### config.mk
export PLATFORM = sky130hd
export DESIGN_NAME = lge_row
export DESIGN_NICKNAME = d
export VERILOG_FILES = /design/src/rtl/life_grid_generation_engine_macros.svh /design/src/rtl/lge_pkg.sv /design/src/rtl/lge_row.sv
export SDC_FILE = /design/constraint.sdc
export NUM_CORES = 1
export LEC_CHECK = 0
export BUFFER_PORTS_ARGS = -buffer_cell sky130_fd_sc_hd__buf_2
export CAP_MARGIN = 15
export CORE_MARGIN = 4
export CORE_UTILIZATION = 45
export DETAILED_ROUTE_END_ITERATION = 8
export PLACE_DENSITY = 0.77
export SLEW_MARGIN = 20
export SYNTH_ARGS = -nofsm -noshare
export SYNTH_HDL_FRONTEND = slang
export SYNTH_SLANG_ARGS = --single-unit
### constraint.sdc
create_clock -name vclk -period 7.1
set_clock_uncertainty 0.05 [all_clocks]
set_input_delay 1.065 -clock vclk [all_inputs]
set_output_delay 1.065 -clock vclk [all_outputs]
set_load 0.02 [all_outputs]
### src/rtl/life_grid_generation_engine_macros.svh
// assertion shorthands used by the engine
`ifndef LIFE_GRID_GENERATION_ENGINE_MACROS_SVH
`define LIFE_GRID_GENERATION_ENGINE_MACROS_SVH

// same-cycle implication on the engine clock
`define LGE_ASSERT_NOW(label, ante, cons, msg) \
	label: assert property (@(posedge clk) disable iff (!arst_n) (ante) |-> (cons)) \
		else $error(msg);

// next-cycle implication on the engine clock
`define LGE_ASSERT_NEXT(label, ante, cons, msg) \
	label: assert property (@(posedge clk) disable iff (!arst_n) (ante) |=> (cons)) \
		else $error(msg);

`endif

### src/rtl/lge_pkg.sv
`default_nettype none

package lge_pkg;

	// field widths fixed by the interface
	localparam int XY_W  = 5;
	localparam int OP_W  = 2;
	localparam int CFG_W = 6;

	localparam logic [CFG_W-1:0] CFG_SIDE_RESET = 6'd32;
	localparam int MIN_SIDE = 3;

	// B3/S23 rule
	localparam int NBR_COUNT     = 8;
	localparam int NBR_W         = $clog2(NBR_COUNT + 1);
	localparam int BIRTH_COUNT   = 3;
	localparam int SURVIVE_COUNT = 2;

	typedef enum logic [OP_W-1:0] {
		OP_CLEAR  = 2'd0,
		OP_TOGGLE = 2'd1,
		OP_READ   = 2'd2,
		OP_STEP   = 2'd3
	} op_t;

	typedef enum logic [0:0] {
		CFG_FIELD_WIDTH = 1'b0,
		CFG_FIELD_DEPTH = 1'b1
	} cfg_idx_t;

endpackage

`default_nettype wire

### src/rtl/lge_row.sv
`default_nettype none

// next generation of one row from the rows north, center and south of it
module lge_row
	import lge_pkg::*;
#(
	parameter int MAX_SIDE = 32
) (
	input  wire logic [MAX_SIDE-1:0]                north,
	input  wire logic [MAX_SIDE-1:0]                cent,
	input  wire logic [MAX_SIDE-1:0]                south,
	input  wire logic [$clog2(MAX_SIDE+1)-1:0]      width,
	output logic      [MAX_SIDE-1:0]                next_row
);

	localparam int RW = $clog2(MAX_SIDE);
	localparam int SW = $clog2(MAX_SIDE + 1);

	logic [RW-1:0] last_col;
	logic          n_last;
	logic          c_last;
	logic          s_last;

	// west neighbor of column 0 is the last in-use column
	assign last_col = RW'(width - SW'(1));
	assign n_last   = north[last_col];
	assign c_last   = cent[last_col];
	assign s_last   = south[last_col];

	for (genvar x = 0; x < MAX_SIDE; x++) begin : g_col
		logic             wn, wc, ws;
		logic             en, ec, es;
		logic [NBR_W-1:0] cnt;

		if (x == 0) begin : g_west_wrap
			assign wn = n_last;
			assign wc = c_last;
			assign ws = s_last;
		end else begin : g_west
			assign wn = north[x-1];
			assign wc = cent[x-1];
			assign ws = south[x-1];
		end

		if (x == MAX_SIDE - 1) begin : g_east_wrap
			assign en = north[0];
			assign ec = cent[0];
			assign es = south[0];
		end else begin : g_east
			logic at_edge;
			assign at_edge = (SW'(x + 1) == width);
			assign en      = at_edge ? north[0] : north[x+1];
			assign ec      = at_edge ? cent[0]  : cent[x+1];
			assign es      = at_edge ? south[0] : south[x+1];
		end

		assign cnt = NBR_W'(wn) + NBR_W'(north[x]) + NBR_W'(en)
			+ NBR_W'(wc) + NBR_W'(ec)
			+ NBR_W'(ws) + NBR_W'(south[x]) + NBR_W'(es);

		// columns past the field come out dead
		assign next_row[x] = (SW'(x) < width)
			&& ((cnt == NBR_W'(BIRTH_COUNT)) || (cent[x] && (cnt == NBR_W'(SURVIVE_COUNT))));
	end

endmodule

`default_nettype wire

==> metrics.md <==
| Metric | Value |
|---|---|
| Outcome | finished clean |
| RSZ-0062 raised after global routing | false |
| GR Overflow Total | 0 |
| Initial Util | 0.461 |
| Total of max-cap violations | 0 |
| Pin count of the biggest net entering global routing | 35 |
| Crit Path Category | input port to primary output |
| Final GP Congestion | 0.947 |
| Seq/Total Area, Yosys | 0 |
| Total Neg Setup Slack | 0 ns |
| Share of layout cells above drive strength 1 | 0.212 |
| Power Dens Cells | 131 mW/mm^2 |
| Synth Cell Area | 0.00803 sq mm |
| Hold Fails Final Rpt | 0 |
| Post-layout nets | 1301 |
| Post-CTS setup repair buffer count | 0 |
| Period utilization | 0.945 |
| Num sequential | 0 |
| First-pass GRT wire length | 35600 microns |
| Synth-to-layout area growth | 10.6% |
| Routed Antenna Nets | 0 |
| Non-Filler Instances | 1195 |
| Via Count | 6837 |
| Hold crit path type | input port to primary output |
| Post-synth cell types | 59 |
| Yosys warning count | 0 |
| DRT iter0 DRCs | 332 |
| Register Area | 0 sq um |
| Min Tclk post-route | 6.71 ns |
| Initial antenna violation count | 4 |
| Slew headroom | 0.473 |
| Max-slew violations | 0 |
| Startpoint Class | input port |
| Crit end category | primary output |
| Placed Cells | 1193 |
| DIE AREA | 0.0200 sq mm |
| Tot GR Track Use | 0.217 |
| Commonest cells after routing, fill and taps aside | inv_1 (213), buf_2 (134), fa_1 (128), ha_1 (101), mux2i_1 (67) |
| First drt pass iteration count | 5 |
| Core ar. | 0.0174 sq mm |
| Syn Nets | 1181 |
| Port Buffer Count | 134 |
| Detailed Route WL | 21700 microns |
| Cells after Synth | 850 |
| Drt wl/cell | 18.1 microns |
| Final HPWL DP | 18700 microns |
| Vias/cell | 5.72 |
| Max frequency | 0.149 GHz |
| Crit path max fanout | 13 |
| Clock buffers | 0 |
| Site Rows | 48 |
| Vias in the first global route | 7057 |
| Io pins | 134 |
| Setup violators final | 0 |
| CTS Hold Bufs | 0 |
| Worst vdd ir | 0.0824 mV |
| Actual slew at the worst max-slew pin | 0.790 ns |
| CP required | 5.98 ns |
| Post_cts resized | 0 |
| Commonest non-fill, non-tap cell in the layout | inv_1 |
| # DRC | 0 |
| Leakage | 0.00470 uW |
| Die Wd | 142 microns |
| Critical Path AT | 5.59 ns |
| Die height | 142 microns |
| Syn Area/Cell | 9.45 sq um |
-- stage by stage --
step / area [sq um] / setup slack, ns / hold slack [ns] / utilization / power [uW]
finish: 8880 / 0.391 / 2.51 / 0.510 / 1160
global route: 8880 / 0.0267 / 2.54 / 0.510 / 1340
CTS: 8880 / 0.429 / 2.51 / 0.510 / 1170
detailed placement: 8880 / 0.427 / 2.51 / 0.510 / 1160
global placement: 8880 / 0.511 / 2.51 / 0.510 / 1100
floorplan: 8030 / 0.576 / 2.26 / - / 819
-- metal layers --
layer	GRT usage	routed length [microns]	vias up	share of wire
met5	0	27	-	0.0012
met4	0.0338	444	4	0.020
met3	0.0246	1600	42	0.074
met2	0.375	10600	272	0.49
met1	0.300	9050	3408	0.42
li1	-	-	3111	-
-- final timing paths --
check / slack [ns] / end / from / depth (start not counted)
setup / recovery: 0.39 / next_row[0] / width[1] / 18
hold / removal: 2.51 / next_row[5] / cent[5] / 4
-- power breakdown --
part / switching (uW) / internal, uW
sequential: 0 / 0
clock: 0 / 0.0000377
combinational: 672 / 487
total: 672 / 487
-- cell usage after synthesis (all sizes together), types with 2 or more instances --
master   count  share of area
nor2        38          0.020
a211o        3         0.0033
nor3         8         0.0098
nand2b       5         0.0039
a21oi       22          0.014
nand2       48          0.022
o22ai        4         0.0031
clkbuf      11         0.0051
o32a         2         0.0026
o21bai       4         0.0037
o21ai       15         0.0098
mux4        24          0.074
mux2i       67          0.084
nor2b       15          0.012
nand3        5         0.0031
inv        213           0.10
or3b         2         0.0025
a211oi       2         0.0019
or3          2         0.0022
and3         3         0.0023
fa         128           0.32
a221oi       9          0.011
ha         101           0.16
or2          3         0.0026
o2111a       2         0.0028
a2111oi     29          0.032
buf         18          0.020
a31oi       11         0.0086
and2b        5         0.0048
mux2        29          0.041
nor4        15          0.014
-- worst max-delay path: stages --
cell and delay, ns:
buf_2 0.11, inv_1 0.07, ha_1 0.25, xor2_2 0.55, buf_4 0.25, nor2b_1 0.05, a221oi_1 0.30, a2111oi_1 0.13
fa_1 0.52, inv_1 0.06, fa_1 0.51, fa_1 0.54, inv_1 0.04, ha_1 0.21, fa_1 0.38, o21ai_0 0.17
o2111a_1 0.21, buf_2 0.17
-- cell families (layout without fill, tap and decap cells) --
| kind of cell | count (synthesis) | in the layout | synth area share |
|---|---|---|---|
| fa+ha+maj | 229 | 229 | 0.477 |
| mux | 120 | 120 | 0.198 |
| simple gates | 151 | 151 | 0.101 |
| xor+xnor | 2 | 2 | 0.00312 |
| other cells | 0 | 2 | 0 |
| compound gates | 106 | 106 | 0.0965 |
| buf+inv | 242 | 360 | 0.125 |
-- final cells by class --
| cell class | instances | area, sq um |
|---|---|---|
| Multi-Input combinational cell | 608 | 7030 |
| Inverter | 213 | 800 |
| Fill cell | 1609 | 8530 |
| Antenna cell | 2 | 5.00 |
| Tap cell | 225 | 282 |
| Timing Repair Buffer | 147 | 768 |
No activity file was read; power rests on OpenSTA's default activity.
